==> src/rtl/sfpr_pkg.sv <==
// Shared types and constants for the serial frame parameter responder.
// No dependencies.
package sfpr_pkg;

    localparam int MAX_PAYLOAD = 100;
    localparam int Q_DEPTH     = 2;

    localparam logic [7:0] HDR_BYTE = 8'hAA;
    localparam logic [7:0] DST_BYTE = 8'hFF;
    localparam logic [7:0] FN_READ  = 8'hE1;
    localparam logic [7:0] FN_WRITE = 8'hE2;
    localparam logic [7:0] FN_ACK   = 8'h00;

    localparam logic [15:0] PARAM_ID_RST  = 16'd10;
    localparam logic [31:0] STORED_RST    = 32'd123;

    // register byte addresses (index 0 at 0)
    localparam logic [2:0] ADDR_PARAM_ID = 3'd0;

    typedef enum logic {
        CMD_READ_RESP = 1'b0,
        CMD_WRITE_ACK = 1'b1
    } t_cmd_kind;

    // response job handed from the receive side to the transmit side
    typedef struct packed {
        t_cmd_kind   kind;
        logic [15:0] id;     // read: requested id
        logic [31:0] value;  // read: returned value
        logic [7:0]  rsum;   // ack: sum byte of the request
        logic [7:0]  radd;   // ack: add byte of the request
    } t_cmd;

endpackage

==> src/rtl/serial_frame_param_responder.sv <==
// Top level of the serial frame parameter responder: APB register, receive
// front end, job queue and transmit back end. Depends on sfpr_pkg and the
// sfpr_* modules.
//
// Usage:
//  - s_axis carries received serial bytes (tdata = rx_byte). Request frames:
//    AA, address, function, length (<= 100), payload, sum, add.
//  - m_axis carries response bytes (tdata = tx_byte, tuser = frame_end).
//    A good read request (E1) answers with a 12-byte E2 frame holding the id
//    and the stored value (0 for a foreign id); a good write request (E2)
//    updates the value on an id match and answers with a 9-byte ack frame.
//  - APB register 0 (byte address 0) holds param_id, reset 10.
//  - One input byte is taken per cycle while the job queue has room. The
//    first response byte follows the add byte through the queue entry, the
//    transmit job register and the output register; then one byte per
//    cycle while m_axis_tready is high, frames back to back. The transmit
//    side sets the sustained rate: six request bytes draw twelve in reply.
//  - When the receiver stalls, the output register holds its byte, the
//    transmit side waits, the two-entry queue fills and s_axis_tready drops.
//  - Synchronous active-low reset: parser hunts for a header, queue and
//    output are emptied, the stored value returns to 123.
module serial_frame_param_responder
    import sfpr_pkg::*;
(
    input  logic        i_clk,
    input  logic        i_rst_n,
    // request byte stream
    input  logic        s_axis_tvalid,
    output logic        s_axis_tready,
    input  logic [7:0]  s_axis_tdata,   // [7:0] rx_byte
    // response byte stream
    output logic        m_axis_tvalid,
    input  logic        m_axis_tready,
    output logic [7:0]  m_axis_tdata,   // [7:0] tx_byte
    output logic        m_axis_tuser,   // [0] frame_end
    // configuration
    input  logic        psel,
    input  logic        penable,
    input  logic        pwrite,
    input  logic [2:0]  paddr,
    input  logic [31:0] pwdata,
    output logic [31:0] prdata,
    output logic        pready
);

    logic [15:0] r_param_id;

    logic in_accept;
    logic q_push;
    logic q_pop;
    logic q_valid;
    logic q_full;
    t_cmd push_cmd;
    t_cmd q_cmd;

    // APB: always ready, register index taken from address bit 2
    assign pready = 1'b1;
    assign prdata = (paddr[2] == ADDR_PARAM_ID[2]) ? {16'd0, r_param_id} : 32'd0;

    always_ff @(posedge i_clk) begin
        if (!i_rst_n) begin
            r_param_id <= PARAM_ID_RST;
        end else if (psel && penable && pwrite && (paddr[2] == ADDR_PARAM_ID[2])) begin
            r_param_id <= pwdata[15:0];
        end
    end

    // input stalls only while the job queue is full
    assign s_axis_tready = !q_full;
    assign in_accept     = s_axis_tvalid && s_axis_tready;

    sfpr_rx_front u_front (
        .i_clk      (i_clk),
        .i_rst_n    (i_rst_n),
        .i_accept   (in_accept),
        .i_byte     (s_axis_tdata),
        .i_param_id (r_param_id),
        .o_push     (q_push),
        .o_cmd      (push_cmd)
    );

    sfpr_cmd_queue u_queue (
        .i_clk   (i_clk),
        .i_rst_n (i_rst_n),
        .i_push  (q_push),
        .i_cmd   (push_cmd),
        .i_pop   (q_pop),
        .o_valid (q_valid),
        .o_full  (q_full),
        .o_cmd   (q_cmd)
    );

    sfpr_tx_back u_back (
        .i_clk     (i_clk),
        .i_rst_n   (i_rst_n),
        .i_q_valid (q_valid),
        .i_q_cmd   (q_cmd),
        .o_q_pop   (q_pop),
        .o_valid   (m_axis_tvalid),
        .i_ready   (m_axis_tready),
        .o_byte    (m_axis_tdata),
        .o_last    (m_axis_tuser)
    );

endmodule

==> src/rtl/sfpr_rx_front.sv <==
// Receive side: deframes request bytes, checks sum/add bytes, owns the
// stored parameter value and queues response jobs. Depends on sfpr_pkg.
module sfpr_rx_front
    import sfpr_pkg::*;
(
    input  logic        i_clk,
    input  logic        i_rst_n,
    input  logic        i_accept,
    input  logic [7:0]  i_byte,
    input  logic [15:0] i_param_id,
    output logic        o_push,
    output t_cmd        o_cmd
);

    typedef enum logic [6:0] {
        PH_HUNT = 7'b0000001,
        PH_ADDR = 7'b0000010,
        PH_FUNC = 7'b0000100,
        PH_LEN  = 7'b0001000,
        PH_PAY  = 7'b0010000,
        PH_SUM  = 7'b0100000,
        PH_ADD  = 7'b1000000
    } t_phase;

    t_phase      r_phase;
    logic [6:0]  r_len;
    logic [6:0]  r_cnt;
    logic [7:0]  r_func;
    logic [7:0]  r_sum;
    logic [7:0]  r_add;
    logic [7:0]  r_head [6];
    logic [7:0]  r_rsum;
    logic [31:0] r_value;

    logic [7:0]  n_sum;
    logic [7:0]  n_add;
    logic [6:0]  n_cnt;
    logic [15:0] head_id;
    logic        chk_ok;
    logic        id_hit;

    assign n_sum   = r_sum + i_byte;
    assign n_add   = r_add + n_sum;
    assign n_cnt   = r_cnt + 7'd1;
    assign head_id = {r_head[1], r_head[0]};
    assign chk_ok  = (r_rsum == r_sum) && (i_byte == r_add);
    assign id_hit  = (head_id == i_param_id);

    always_comb begin
        o_push       = 1'b0;
        o_cmd.kind   = CMD_READ_RESP;
        o_cmd.id     = head_id;
        o_cmd.value  = id_hit ? r_value : 32'd0;
        o_cmd.rsum   = r_rsum;
        o_cmd.radd   = i_byte;
        if (i_accept && (r_phase == PH_ADD) && chk_ok) begin
            if (r_func == FN_READ) begin
                o_push = 1'b1;
            end else if (r_func == FN_WRITE) begin
                o_push     = 1'b1;
                o_cmd.kind = CMD_WRITE_ACK;
            end
        end
    end

    always_ff @(posedge i_clk) begin
        if (!i_rst_n) begin
            r_phase <= PH_HUNT;
            r_len   <= '0;
            r_cnt   <= '0;
            r_func  <= '0;
            r_sum   <= '0;
            r_add   <= '0;
            r_rsum  <= '0;
            r_value <= STORED_RST;
            for (int i = 0; i < 6; i++) r_head[i] <= '0;
        end else if (i_accept) begin
            case (r_phase)
                PH_HUNT: begin
                    if (i_byte == HDR_BYTE) begin
                        r_sum   <= i_byte;
                        r_add   <= i_byte;
                        r_cnt   <= '0;
                        for (int i = 0; i < 6; i++) r_head[i] <= '0;
                        r_phase <= PH_ADDR;
                    end
                end
                PH_ADDR: begin
                    r_sum   <= n_sum;
                    r_add   <= n_add;
                    r_phase <= PH_FUNC;
                end
                PH_FUNC: begin
                    r_sum   <= n_sum;
                    r_add   <= n_add;
                    r_func  <= i_byte;
                    r_phase <= PH_LEN;
                end
                PH_LEN: begin
                    if (i_byte > 8'(MAX_PAYLOAD)) begin
                        r_phase <= PH_HUNT;
                    end else begin
                        r_sum   <= n_sum;
                        r_add   <= n_add;
                        r_len   <= i_byte[6:0];
                        r_cnt   <= '0;
                        r_phase <= (i_byte == 8'd0) ? PH_SUM : PH_PAY;
                    end
                end
                PH_PAY: begin
                    r_sum <= n_sum;
                    r_add <= n_add;
                    if (r_cnt < 7'd6) r_head[r_cnt[2:0]] <= i_byte;
                    r_cnt <= n_cnt;
                    if (n_cnt >= r_len) r_phase <= PH_SUM;
                end
                PH_SUM: begin
                    r_rsum  <= i_byte;
                    r_phase <= PH_ADD;
                end
                PH_ADD: begin
                    r_phase <= PH_HUNT;
                    if (chk_ok && (r_func == FN_WRITE) && id_hit) begin
                        r_value <= {r_head[5], r_head[4], r_head[3], r_head[2]};
                    end
                end
                default: r_phase <= PH_HUNT;
            endcase
        end
    end

endmodule

==> src/rtl/sfpr_cmd_queue.sv <==
// Two-entry job queue between receive and transmit sides.
// Depends on sfpr_pkg.
module sfpr_cmd_queue
    import sfpr_pkg::*;
(
    input  logic i_clk,
    input  logic i_rst_n,
    input  logic i_push,
    input  t_cmd i_cmd,
    input  logic i_pop,
    output logic o_valid,
    output logic o_full,
    output t_cmd o_cmd
);

    localparam int PW = $clog2(Q_DEPTH);

    t_cmd          r_mem [Q_DEPTH];
    logic [PW-1:0] r_wr;
    logic [PW-1:0] r_rd;
    logic [PW:0]   r_cnt;

    logic do_push;
    logic do_pop;

    assign o_valid = (r_cnt != '0);
    assign o_full  = (r_cnt == (PW+1)'(Q_DEPTH));
    assign o_cmd   = r_mem[r_rd];
    assign do_push = i_push && !o_full;
    assign do_pop  = i_pop && o_valid;

    always_ff @(posedge i_clk) begin
        if (do_push) r_mem[r_wr] <= i_cmd;
    end

    always_ff @(posedge i_clk) begin
        if (!i_rst_n) begin
            r_wr  <= '0;
            r_rd  <= '0;
            r_cnt <= '0;
        end else begin
            if (do_push) r_wr <= (r_wr == PW'(Q_DEPTH - 1)) ? '0 : r_wr + 1'b1;
            if (do_pop)  r_rd <= (r_rd == PW'(Q_DEPTH - 1)) ? '0 : r_rd + 1'b1;
            case ({do_push, do_pop})
                2'b10:   r_cnt <= r_cnt + 1'b1;
                2'b01:   r_cnt <= r_cnt - 1'b1;
                default: r_cnt <= r_cnt;
            endcase
        end
    end

endmodule

==> src/rtl/sfpr_tx_back.sv <==
// Transmit side: turns one queued job into a response frame with trailing
// sum and add bytes, one byte per cycle unless held. Depends on sfpr_pkg.
module sfpr_tx_back
    import sfpr_pkg::*;
(
    input  logic       i_clk,
    input  logic       i_rst_n,
    input  logic       i_q_valid,
    input  t_cmd       i_q_cmd,
    output logic       o_q_pop,
    output logic       o_valid,
    input  logic       i_ready,
    output logic [7:0] o_byte,
    output logic       o_last
);

    localparam logic [3:0] READ_BODY = 4'd10;
    localparam logic [3:0] ACK_BODY  = 4'd7;

    t_cmd       r_cmd;
    logic       r_busy;
    logic [3:0] r_idx;
    logic [7:0] r_s;
    logic [7:0] r_a;
    logic       r_out_valid;
    logic [7:0] r_out_byte;
    logic       r_out_last;

    logic [3:0] body_len;
    logic [7:0] body_byte;
    logic [7:0] n_s;
    logic       in_body;
    logic       is_last;
    logic       can_emit;
    logic       load;
    logic [7:0] emit_byte;

    assign body_len = (r_cmd.kind == CMD_READ_RESP) ? READ_BODY : ACK_BODY;
    assign in_body  = (r_idx < body_len);
    assign is_last  = (r_idx == body_len + 4'd1);
    assign can_emit = r_busy && (!r_out_valid || i_ready);
    assign load     = i_q_valid && (!r_busy || (can_emit && is_last));
    assign o_q_pop  = load;
    assign n_s      = r_s + body_byte;

    always_comb begin
        body_byte = 8'd0;
        case (r_idx)
            4'd0: body_byte = HDR_BYTE;
            4'd1: body_byte = DST_BYTE;
            4'd2: body_byte = (r_cmd.kind == CMD_READ_RESP) ? FN_WRITE : FN_ACK;
            4'd3: body_byte = (r_cmd.kind == CMD_READ_RESP) ? 8'd6 : 8'd3;
            4'd4: body_byte = (r_cmd.kind == CMD_READ_RESP) ? r_cmd.id[7:0] : FN_WRITE;
            4'd5: body_byte = (r_cmd.kind == CMD_READ_RESP) ? r_cmd.id[15:8] : r_cmd.rsum;
            4'd6: body_byte = (r_cmd.kind == CMD_READ_RESP) ? r_cmd.value[7:0] : r_cmd.radd;
            4'd7: body_byte = r_cmd.value[15:8];
            4'd8: body_byte = r_cmd.value[23:16];
            4'd9: body_byte = r_cmd.value[31:24];
            default: body_byte = 8'd0;
        endcase
    end

    always_comb begin
        if (in_body)                emit_byte = body_byte;
        else if (r_idx == body_len) emit_byte = r_s;
        else                        emit_byte = r_a;
    end

    always_ff @(posedge i_clk) begin
        if (!i_rst_n) begin
            r_busy      <= 1'b0;
            r_idx       <= '0;
            r_s         <= '0;
            r_a         <= '0;
            r_out_valid <= 1'b0;
        end else begin
            if (load) begin
                r_busy <= 1'b1;
                r_idx  <= '0;
                r_s    <= '0;
                r_a    <= '0;
            end else if (can_emit) begin
                r_idx <= r_idx + 4'd1;
                if (in_body) begin
                    r_s <= n_s;
                    r_a <= r_a + n_s;
                end
                if (is_last) r_busy <= 1'b0;
            end
            if (can_emit)     r_out_valid <= 1'b1;
            else if (i_ready) r_out_valid <= 1'b0;
        end
    end

    always_ff @(posedge i_clk) begin
        if (load) r_cmd <= i_q_cmd;
        if (can_emit) begin
            r_out_byte <= emit_byte;
            r_out_last <= is_last;
        end
    end

    assign o_valid = r_out_valid;
    assign o_byte  = r_out_byte;
    assign o_last  = r_out_last;

endmodule
==> config.mk <==
export PLATFORM = sky130hd
export DESIGN_NAME = serial_frame_param_responder
export DESIGN_NICKNAME = d
export VERILOG_FILES = /design/src/rtl/sfpr_pkg.sv /design/src/rtl/serial_frame_param_responder.sv /design/src/rtl/sfpr_rx_front.sv /design/src/rtl/sfpr_cmd_queue.sv /design/src/rtl/sfpr_tx_back.sv
export SDC_FILE = /design/constraint.sdc
export NUM_CORES = 1
export LEC_CHECK = 0
export ABC_AREA = 1
export BUFFER_PORTS_ARGS = -buffer_cell sky130_fd_sc_hd__buf_2
export CAP_MARGIN = 10
export CORE_MARGIN = 2
export CORE_UTILIZATION = 58
export DETAILED_ROUTE_END_ITERATION = 10
export PLACE_DENSITY = 0.76
export SETUP_SLACK_MARGIN = 0.3
export SLEW_MARGIN = 30
export SYNTH_ARGS = -nofsm -noshare
export SYNTH_HDL_FRONTEND = slang
export SYNTH_HIERARCHICAL = 1
export SYNTH_SLANG_ARGS = --single-unit
==> constraint.sdc <==
create_clock -name i_clk -period 10.38 [get_ports i_clk]
set_input_delay 2.076 -clock i_clk [delete_from_list [all_inputs] [get_ports i_clk]]
set_output_delay 2.076 -clock i_clk [all_outputs]
set_load 0.05 [all_outputs]
==> results of run 1 <==
[through the flow]
stage	util	hold WS (ns)	std cells	worst slack [ns]
2_1_floorplan	-	0.429	1800	3.79
3_3_place_gp	0.598	0.439	2181	5.00
3_5_place_dp	0.598	0.448	2181	4.92
4_1_cts	0.643	0.465	2255	5.46
5_1_grt	0.644	0.481	2255	5.13
6_report	0.644	0.463	2255	5.38
[placed cells by master, fill, tap and decap left out, drive strengths merged, types with 2 or more instances in the layout]
| cell | instances |
|---|---|
| nand2 | 325 |
| nor2 | 308 |
| edfxtp | 252 |
| inv | 204 |
| dfxtp | 128 |
| a21oi | 92 |
| o21ai | 86 |
| nand3 | 73 |
| buf | 66 |
| mux2 | 65 |
| clkbuf | 53 |
| ha | 45 |
| xor2 | 29 |
| xnor2 | 22 |
| nand4 | 21 |
| conb | 17 |
| clkinv | 14 |
| nor3 | 8 |
| or2 | 7 |
| bufinv | 6 |
| a211oi | 6 |
| a221oi | 5 |
| fa | 4 |
| clkinvlp | 3 |
| o211ai | 3 |
| nor4 | 3 |
| o21a | 3 |
| a21o | 2 |
| and2 | 2 |
[layout make-up]
class / instances / area, um2
multi-input combinational: 1133 / 6490
inverter: 206 / 777
clock buffer: 53 / 1110
tap: 396 / 495
timing repair buffer: 66 / 353
clock inverter: 21 / 272
sequential: 380 / 10100
fill: 2300 / 10900
[state kept, by name, summed over array words and instances (netlist names), 2 cells and up, named ones only]
name and count:
u_front/r_phase 7, u_back/o_byte 8, u_front/r_cnt 7, u_queue/r_cnt 2, u_back/r_idx 4, u_queue/r_mem 130
u_front/r_func 8, r_param_id 16, u_back/r_a 8, u_back/r_s 8, u_front/r_add 8, u_front/r_rsum 8
u_front/r_value 32, u_front/r_sum 8, u_front/r_len 7, u_back/r_cmd 65, u_front/r_head 48
[cells by family (layout without fill, tap and decap cells)]
| kind of cell | Yosys count | count (layout) | synth area share |
|---|---|---|---|
| XOR/XNOR | 51 | 51 | 0.0250 |
| adder cells (fa/ha/maj) | 49 | 49 | 0.0360 |
| AO/OA/AOI/OAI | 203 | 203 | 0.0645 |
| multiplexers | 65 | 65 | 0.0514 |
| flip-flops | 380 | 380 | 0.567 |
| other | 2 | 17 | 0.000420 |
| buffers and inverters | 287 | 346 | 0.0740 |
| AND/OR/NAND/NOR | 748 | 748 | 0.182 |
[metal layers]
layer | global-route usage | vias up | wire [um]
li1 | - | 5932 | -
met1 | 0.296 | 5717 | 15400
met2 | 0.401 | 363 | 18500
met3 | 0.0322 | 73 | 2270
met4 | 0.0820 | 0 | 1130
met5 | 0 | - | 0
[worst max-delay path by stage]
stage	from	endpoint	slack, ns	depth (start not counted)
after floorplan	s_axis_tvalid	u_queue/r_mem[0][0]$_DFFE_PP_	3.79	13
after global placement	i_rst_n	u_front/r_head[0][4]$_SDFFCE_PN0P_	5.00	4
after detailed placement	s_axis_tvalid	u_queue/r_mem[0][31]$_DFFE_PP_	4.92	14
after CTS	s_axis_tvalid	u_queue/r_mem[0][26]$_DFFE_PP_	5.46	14
after global routing	s_axis_tvalid	u_queue/r_mem[0][31]$_DFFE_PP_	5.13	14
final	s_axis_tvalid	u_queue/r_mem[0][26]$_DFFE_PP_	5.38	14
[power groups by stage]
stage                     logic [W]  registers, W  clock network (W)
after floorplan            0.000549       0.00173                  0
after global placement     0.000628       0.00176                  0
after detailed placement   0.000650       0.00176                  0
after CTS                  0.000660       0.00173            0.00150
after global routing       0.000756       0.00173            0.00157
final                      0.000665       0.00173            0.00148
[critical path, delay by kind of cell]
family	cells	cell delay [ns]
simple gates	7	1.58
buf+inv	6	1.22
compound gates	1	0.18
==> reports/results.tsv, run 1 <==
metric	value	unit
Crit Reg-Reg Endpoint	u_back/r_a[7]$_SDFFE_PP0P_	
leading area contributor after synthesis	edfxtp_1	
CTS Buf Count	40	
Sink Count	380	
count leader, synth	nand2_1	
dpl cell area	18200	um2
worst setup path category	input pin to register	
post-route antenna net violation count	0	
Yosys top cell area share	0.423	
core footprint	30500	um2
Worst Setup End Kind	register	
initial cell density of the core	0.586	
Avg Cell Area, Syn	10.0	um2
sequential share of the synthesized area	0.567	
GPL Wtd Cong	0.928	
post_cts resized	0	
most used cell, CP	inv_1	
reg2reg path depth	24	
launching point of the worst reg2reg path	u_back/r_idx[1]$_SDFFE_PP0P_	
Worst slew margin	0.377	
FF+latch count, synth	380	
Remaining DRCs	0	
vias in the first global route	11646	
layout cells sized above 1	0.153	
final worst path period need	5.00	ns
die area	32200	um2
Cell Chain, Critical Path	buf_2 > inv_1 > nor2_1 > inv_1 > nor3_2 > nand2_1 > nor4_1 > nand3_1 > a21oi_1 > inv_1 > nor2_1 > inv_1 > nor2_4 > buf_4	
Tot Pwr	0.00387	W
Final HPWL DP	24.5	mm
Worst Min Path Start	u_front/r_head[2][6]$_SDFFCE_PN0P_	
largest cells by area after synthesis	edfxtp_1 (42%), dfxtp_1 (14%), nand2_1 (6.5%)	
Clk pwr share	0.382	
pwr/cell area	197	nW/um2
RSZ-0062 raised after global routing	false	
max-slew violations	0	
Lkg Pwr	7.89	nW
sequential share of power	0.446	
clk_lat worst skew	0.53	ns
Tightest Hold Check Type	register to register	
Nets	1926	
routed length per instance	16.5	um
VDD IR max	169	uV
Synth async-reset ratio	0	
endpoints failing hold	0	
largest net degree at the start of global routing	68	
first-pass GRT wire length	60.0	mm
crit path max fanout	65	
worst hold path depth	2	
synth unique cells	59	
Synth Warn #	6	
fin crit share	0.482	
P_int	0.00281	W
Worst EP required	10.52	ns
initial antenna violation count	0	
drt total wl	37.3	mm
initial drt markers	932	
CP arrival	5.14	ns
Synth Flop Type	edfxtp_1	
chip width	180	um
n_diodes	0	
Pre-Repair DR Iteration Count	6	
standard-cell row count	64	
CTS clk-pin slew, worst paths	0.06	ns
TNS Setup	0	ns
Tot GR Track Use	0.230	
skew final	0.0241	ns
setup violators final	0	
Slowest-stage cell, CP	buf_4	
CTS tree	built	
status	complete, no violations	
CTS H-tree lvls	2	
Max-Cap Viols	0	
worst hold path endpoint	u_front/r_value[6]$_SDFFE_PN1P_	
sw frac	0.275	
via count	12085	
Port Buffers	58	
Logic pwr share	0.172	
Chip Height	180	um
clk root buf	clkbuf_16	
top cells by count, synth	nand2_1 (309), nor2_1 (272), edfxtp_1 (252)	
highest cell delay on the worst timing path	0.69	ns
Post-CTS Repair Setup Buffers	0	
r2r setup slk	5.64	ns
NetSw	0.00106	W
FMAX	0.200	GHz
number of flops mapped to enable cells by yosys	252	
Post-Syn Instances	1785	
Area growth, synth to finish	9.83	%
Startpoint Class	input pin	
CTS Buffer Depth	3	
IO Pins	94	
hold buffer count at cts	0	
vias per std cell	5.36	
final instance area	19600	um2
mapped cell area	17900	um2
GRT overflow	0	
Slew @ Worst Pin	0.934	ns
Power figures use the tool's default switching activity.
==> run 2: changes to the inputs <==
==> constraint.sdc (replaced) <==
create_clock -name i_clk -period 4.88 [get_ports i_clk]
set_input_delay 0.976 -clock i_clk [delete_from_list [all_inputs] [get_ports i_clk]]
set_output_delay 0.976 -clock i_clk [all_outputs]
set_load 0.05 [all_outputs]
==> run 2 against run 1 <==
Against the previous run:
- clock-buffer cell count is 2 higher
- register-to-register slack worse by 5.1 ns
- combinational power is 110% higher
- die area stayed put
- core utilization is 0.37 points lower
- clock skew is 0.0056 ns lower
- critical path depth is 10 higher
- critical path type is now register to register
- largest cell class unchanged
- largest power group unchanged
- highest routed layer unchanged
==> reports/results.tsv, run 2 (synthesis results as in run 1) <==
metric	value	unit	change
Tot GR Track Use	0.224		-0.00663
routed length per instance	16.2	um	-2.3%
CTS Buf Count	39		-2.5%
largest net degree at the start of global routing	74		+8.8%
status	complete, no violations		
vias per std cell	5.35		about the same
clk root buf	clkbuf_16		
Logic pwr share	0.178		+0.006
fin crit share	0.886		
RSZ-0062 raised after global routing	false		
skew final	0.0185	ns	-0.00556 ns
clk_lat worst skew	0.52	ns	about the same
Pre-Repair DR Iteration Count	5		-1
crit path max fanout	10		-85%
commonest non-fill, non-tap cells in the layout	nand2_1 (309), nor2_1 (271), edfxtp_1 (252)		
Area growth, synth to finish	9.20	%	
Remaining DRCs	0		unchanged
CTS H-tree lvls	2		unchanged
NetSw	0.00222	W	+110%
layout cells sized above 1	0.152		-0.000456
pwr/cell area	406	nW/um2	+110%
drt total wl	36.4	mm	-2.3%
setup violators final	0		unchanged
GRT overflow	0		unchanged
first-pass GRT wire length	58.6	mm	-2.4%
standard-cell row count	64		unchanged
CTS Buffer Depth	3		unchanged
initial drt markers	1034		+11%
VDD IR max	372	uV	+120%
sequential cell area	10100	um2	about the same
max-slew violations	0		unchanged
Clk pwr share	0.359		-0.023
initial antenna violation count	0		unchanged
Setup WS post-layout	0.557	ns	-4.82 ns
Worst Setup End Kind	register		
via count	12069		-0.13%
core footprint	30500	um2	unchanged
Largest register FFs	130		unchanged
hold buffer count at cts	0		unchanged
IO Pins	94		unchanged
die area	32200	um2	unchanged
Top Registers	u_queue/r_mem (130), u_back/r_cmd (65), u_front/r_head (48)		
Max-Cap Viols	0		unchanged
n_diodes	0		unchanged
CTS tree	built		
Nets	1927		+0.052%
pre-CTS setup slack	0.436	ns	-4.48 ns
TNS Setup	0	ns	unchanged
CTS clk-pin slew, worst paths	0.06	ns	about the same
post-route antenna net violation count	0		unchanged
sequential share of power	0.463		+0.017
post_cts resized	0		unchanged
P_int	0.00570	W	+100%
Startpoint Class	register		
sw frac	0.280		+0.00568
# fillers	2309		+0.39%
GPL Wtd Cong	0.936		+0.91%
Worst EP required	5.30	ns	-5.22 ns
final worst path period need	4.32	ns	
area of the multi-input gates	6490	um2	about the same
Lkg Pwr	7.84	nW	-0.70%
most flop-heavy register	u_queue/r_mem		
FMAX	0.231	GHz	
most common cell after layout, fill and taps aside	nand2_1		
Chip Height	180	um	unchanged
Tot Pwr	0.00792	W	+100%
CP arrival	4.74	ns	-0.40 ns
initial cell density of the core	0.586		unchanged
worst setup path category	register to register		
chip width	180	um	unchanged
Tightest Hold Check Type	register to register		
Final HPWL DP	24.8	mm	+0.89%
Slew @ Worst Pin	1.02	ns	+0.0859 ns
vias in the first global route	11760		+0.98%
Sink Count	380		unchanged
endpoints failing hold	0		unchanged
Post-CTS Repair Setup Buffers	0		unchanged
Worst slew margin	0.318		-0.0598
Port Buffers	58		unchanged
[run 2: cell count changes in the layout (fill, tap and decap cells not counted), sizes merged]
cell,before,now
clkbuf,53,55
inv,204,205
clkinvlp,3,2
bufinv,6,1
buf,66,68
[run 2: layout make-up]
type,instances,share of cell area
Sequential cell,380,0.519
Multi-Input combinational cell,1133,0.333
Clock buffer,55,0.0573
Inverter,206,0.0398
Tap cell,396,0.0254
Timing Repair Buffer,68,0.0200
Clock inverter,16,0.00564
[run 2: metal layers]
| layer | vias to the layer above | wire length (um) | track usage |
|---|---|---|---|
| met5 | - | 0 | 0 |
| met4 | 0 | 1260 | 0.0868 |
| met3 | 93 | 2270 | 0.0361 |
| met2 | 381 | 17600 | 0.382 |
| met1 | 5659 | 15300 | 0.287 |
| li1 | 5936 | - | - |
[run 2: critical path, cell delays in order, from the launching register on]
cell and delay [ns]:
dfxtp_2 0.40, inv_1 0.11, ha_2 0.27, inv_1 0.13, nor2_4 0.07, inv_1 0.11
a21oi_1 0.07, a221oi_1 0.28, nand4_1 0.19, ha_1 0.26, fa_1 0.44, nand3_1 0.09
nand3_1 0.12, a21o_1 0.18, a21oi_1 0.15, xnor2_1 0.17, ha_1 0.30, a21oi_1 0.16
o31ai_1 0.09, a21oi_1 0.23, nand3_1 0.16, nand3_2 0.09, nand2_1 0.05, inv_1 0.06
nor2_2 0.04
[run 2: power groups by stage]
| stage | Sequential [W] | Clock, W | Combinational, W |
|---|---|---|---|
| after floorplan | 0.00369 | 0 | 0.00117 |
| after global placement | 0.00373 | 0 | 0.00133 |
| after detailed placement | 0.00373 | 0 | 0.00139 |
| after CTS | 0.00366 | 0.00289 | 0.00140 |
| after global routing | 0.00368 | 0.00302 | 0.00160 |
| final | 0.00367 | 0.00284 | 0.00141 |
[run 2: metrics by stage]
stage,utilization,instance area (um2),hold WS (ns),instances
floorplan,-,17900,0.429,1800
CTS,0.640,19500,0.462,2254
finish,0.640,19500,0.467,2254
global route,0.640,19500,0.488,2254
global placement,0.599,18300,0.440,2183
detailed placement,0.599,18300,0.451,2183
[run 2: final timing paths]
path	from	endpoint	slack, ns	depth (start not counted)
setup / recovery	u_back/r_idx[1]$_SDFFE_PP0P_	u_back/r_a[7]$_SDFFE_PP0P_	0.56	24
hold / removal	u_front/r_len[5]$_SDFFE_PN0P_	u_front/r_len[5]$_SDFFE_PN0P_	0.47	2
setup reg to reg	u_back/r_idx[1]$_SDFFE_PP0P_	u_back/r_a[7]$_SDFFE_PP0P_	0.56	24
hold reg to reg	u_front/r_len[5]$_SDFFE_PN0P_	u_front/r_len[5]$_SDFFE_PN0P_	0.47	2
==> run 3: changes to the inputs <==
--- a/config.mk
+++ b/config.mk
@@ -11,7 +11,7 @@
 export CORE_MARGIN = 2
 export CORE_UTILIZATION = 58
 export DETAILED_ROUTE_END_ITERATION = 10
-export PLACE_DENSITY = 0.76
+export PLACE_DENSITY = 0.73
 export SETUP_SLACK_MARGIN = 0.3
 export SLEW_MARGIN = 30
 export SYNTH_ARGS = -nofsm -noshare
==> run 3 against run 2 <==
Against the previous run:
- flip-flop and latch count stayed put
- setup slack improved by 0.13 ns
- clock power is 3% higher
- global-route usage decreased by 0.20 points
- largest power group unchanged
- maximum frequency up 3.2%
- critical endpoint unchanged
- largest cell class unchanged
- critical path type unchanged
- combinational power about the same
- routed wire length decreased by 0.62%
- final cell count grew 0.31%
==> reports/results.tsv, run 3 (synthesis results as in run 1) <==
metric	value	unit	change
layout cells sized above 1	0.154		+0.00157
Lkg Pwr	7.87	nW	+0.43%
Worst Path Buf+Inv	4		unchanged
Sink Count	380		unchanged
commonest non-fill, non-tap cells in the layout	nand2_1 (309), nor2_1 (271), edfxtp_1 (252)		
Tot GR Track Use	0.222		-0.00204
GPL Wtd Cong	0.938		+0.12%
RSZ-0062 raised after global routing	false		
initial drt markers	920		-11%
Crit Reg-Reg Endpoint	u_back/r_a[7]$_SDFFE_PP0P_		
setup violators final	0		unchanged
Largest delay share family, worst path	adder cells		
vias in the first global route	11319		-3.8%
Worst Setup End Kind	register		
clk root buf	clkbuf_16		
CTS Buf Count	41		+5.1%
IO Pins	94		unchanged
max-slew violations	0		unchanged
pre-CTS setup slack	0.434	ns	-0.00174 ns
routed length per instance	16.0	um	-0.93%
status	complete, no violations		
Tightest Hold Check Type	register to register		
Cell Chain, Critical Path	inv_1 > ha_2 > inv_1 > nor2_4 > inv_1 > a21oi_1 > a221oi_2 > nand4_1 > ha_1 > fa_1 > nand3_1 > nand3_1 > a21o_1 > a21oi_1 > xnor2_1 > ha_1 > a21oi_1 > o31ai_1 > a21oi_1 > nand3_1 > nand3_2 > nand2_1 > inv_1 > nor2_2		
chip width	180	um	unchanged
Max-Cap Viols	0		unchanged
die area	32200	um2	unchanged
reg2reg path depth	24		unchanged
initial antenna violation count	0		unchanged
highest cell delay on the worst timing path	0.44	ns	about the same
placed cells	2185		+0.092%
skew final	0.0210	ns	+0.00246 ns
final instance area	19600	um2	+0.37%
CTS tree	built		
Area growth, synth to finish	9.60	%	
worst setup path category	register to register		
Nets	1931		+0.21%
crit path max fanout	10		unchanged
Slowest-stage cell, CP	fa_1		
Post-CTS Repair Setup Buffers	0		unchanged
sequential cell area	10100	um2	unchanged
vias per std cell	5.27		-1.6%
endpoints failing hold	0		unchanged
pwr/cell area	408	nW/um2	+0.45%
GRT overflow	0		unchanged
core footprint	30500	um2	unchanged
via count	11912		-1.3%
Worst slew margin	0.305		-0.0128
n_diodes	0		unchanged
Top Registers	u_queue/r_mem (130), u_back/r_cmd (65), u_front/r_head (48)		
dpl cell area	18300	um2	about the same
initial cell density of the core	0.586		unchanged
Non-Filler Instances	2261		+0.31%
FMAX	0.239	GHz	+3.2%
# fillers	2377		+2.9%
Setup WS post-layout	0.690	ns	+0.133 ns
final worst path period need	4.19	ns	-0.133 ns
Startpoint Class	register		
VDD IR max	367	uV	-1.2%
Pre-Repair DR Iteration Count	5		unchanged
most flop-heavy register	u_queue/r_mem		
Remaining DRCs	0		unchanged
Port Buffers	58		unchanged
worst hold path depth	2		unchanged
CTS clk-pin slew, worst paths	0.06	ns	about the same
Chip Height	180	um	unchanged
first-pass GRT wire length	58.1	mm	-0.74%
Final HPWL DP	24.7	mm	-0.41%
worst hold path endpoint	u_front/r_value[3]$_SDFFE_PN1P_		
most common cell after layout, fill and taps aside	nand2_1		
TNS Setup	0	ns	unchanged
area of the multi-input gates	6500	um2	about the same
Worst EP required	5.30	ns	about the same
largest net degree at the start of global routing	66		-11%
Worst Min Path Start	u_front/r_head[2][3]$_SDFFCE_PN0P_		
CP arrival	4.61	ns	-0.13 ns
launching point of the worst reg2reg path	u_back/r_idx[1]$_SDFFE_PP0P_		
r2r setup slk	0.69	ns	+0.13 ns
post-route antenna net violation count	0		unchanged
Slew @ Worst Pin	1.04	ns	+0.0191 ns
standard-cell row count	64		unchanged
Largest register FFs	130		unchanged
CTS H-tree lvls	2		unchanged
drt total wl	36.2	mm	-0.62%
CTS Buffer Depth	3		unchanged
fin crit share	0.859		-0.0273
clk_lat worst skew	0.53	ns	about the same
## run 3: cell count changes in the layout (fill, tap and decap cells not counted), sizes merged
| cell | before | now |
|---|---|---|
| clkinv | 14 | 16 |
| clkbuf | 55 | 56 |
| bufinv | 1 | 2 |
| buf | 68 | 70 |
| inv | 205 | 207 |
| clkinvlp | 2 | 1 |
## run 3: worst max path at each step
stage	from	depth (start not counted)	slack [ns]	endpoint
after floorplan	s_axis_tvalid	13	0.49	u_queue/r_mem[0][0]$_DFFE_PP_
after global placement	u_back/r_idx[1]$_SDFFE_PP0P_	24	0.54	u_back/r_a[7]$_SDFFE_PP0P_
after detailed placement	u_back/r_idx[1]$_SDFFE_PP0P_	24	0.43	u_back/r_a[7]$_SDFFE_PP0P_
after CTS	u_back/r_idx[1]$_SDFFE_PP0P_	24	0.39	u_back/r_a[7]$_SDFFE_PP0P_
after global routing	u_back/r_idx[1]$_SDFFE_PP0P_	25	0.35	u_back/r_a[7]$_SDFFE_PP0P_
final	u_back/r_idx[1]$_SDFFE_PP0P_	24	0.69	u_back/r_a[7]$_SDFFE_PP0P_
## run 3: through the flow
step	hold slack (ns)	power [W]	util
4_1_cts	0.455	0.00803	0.642
2_1_floorplan	0.429	0.00486	-
6_report	0.449	0.00798	0.642
5_1_grt	0.471	0.00838	0.642
3_5_place_dp	0.445	0.00511	0.600
3_3_place_gp	0.442	0.00506	0.600
## run 3: what timing repair did
action	4_1_cts	5_1_grt
endpoints found under the setup margin	0	1
resized for setup	0	3
hold buffers	0	0
## run 3: worst register-to-register path: stages (launching register included)
cell and delay [ns]:
dfxtp_2 0.40, inv_1 0.10, ha_2 0.27, inv_1 0.14, nor2_4 0.08, inv_1 0.09, a21oi_1 0.06, a221oi_2 0.22
nand4_1 0.20, ha_1 0.26, fa_1 0.44, nand3_1 0.09, nand3_1 0.11, a21o_1 0.18, a21oi_1 0.14, xnor2_1 0.18
ha_1 0.31, a21oi_1 0.16, o31ai_1 0.09, a21oi_1 0.19, nand3_1 0.14, nand3_2 0.09, nand2_1 0.05, inv_1 0.06
nor2_2 0.04
## run 3: final cells by class
type,count,area share
timing repair buffer,70,0.0207
tap,396,0.0253
clock inverter,20,0.00952
multi-input combinational,1133,0.332
clock buffer,56,0.0558
inverter,206,0.0397
sequential,380,0.517
## run 3: metal layers
layer / track usage / up-vias / share of wire
met5: 0 / - / 0
met4: 0.0657 / 0 / 0.025
met3: 0.0292 / 66 / 0.046
met2: 0.378 / 295 / 0.49
met1: 0.298 / 5610 / 0.44
li1: - / 5941 / -
## run 3: where the power goes
group	switching (W)	internal (W)
Clock	0.00123	0.00169
Combinational	0.000883	0.000514
Sequential	0.000134	0.00353
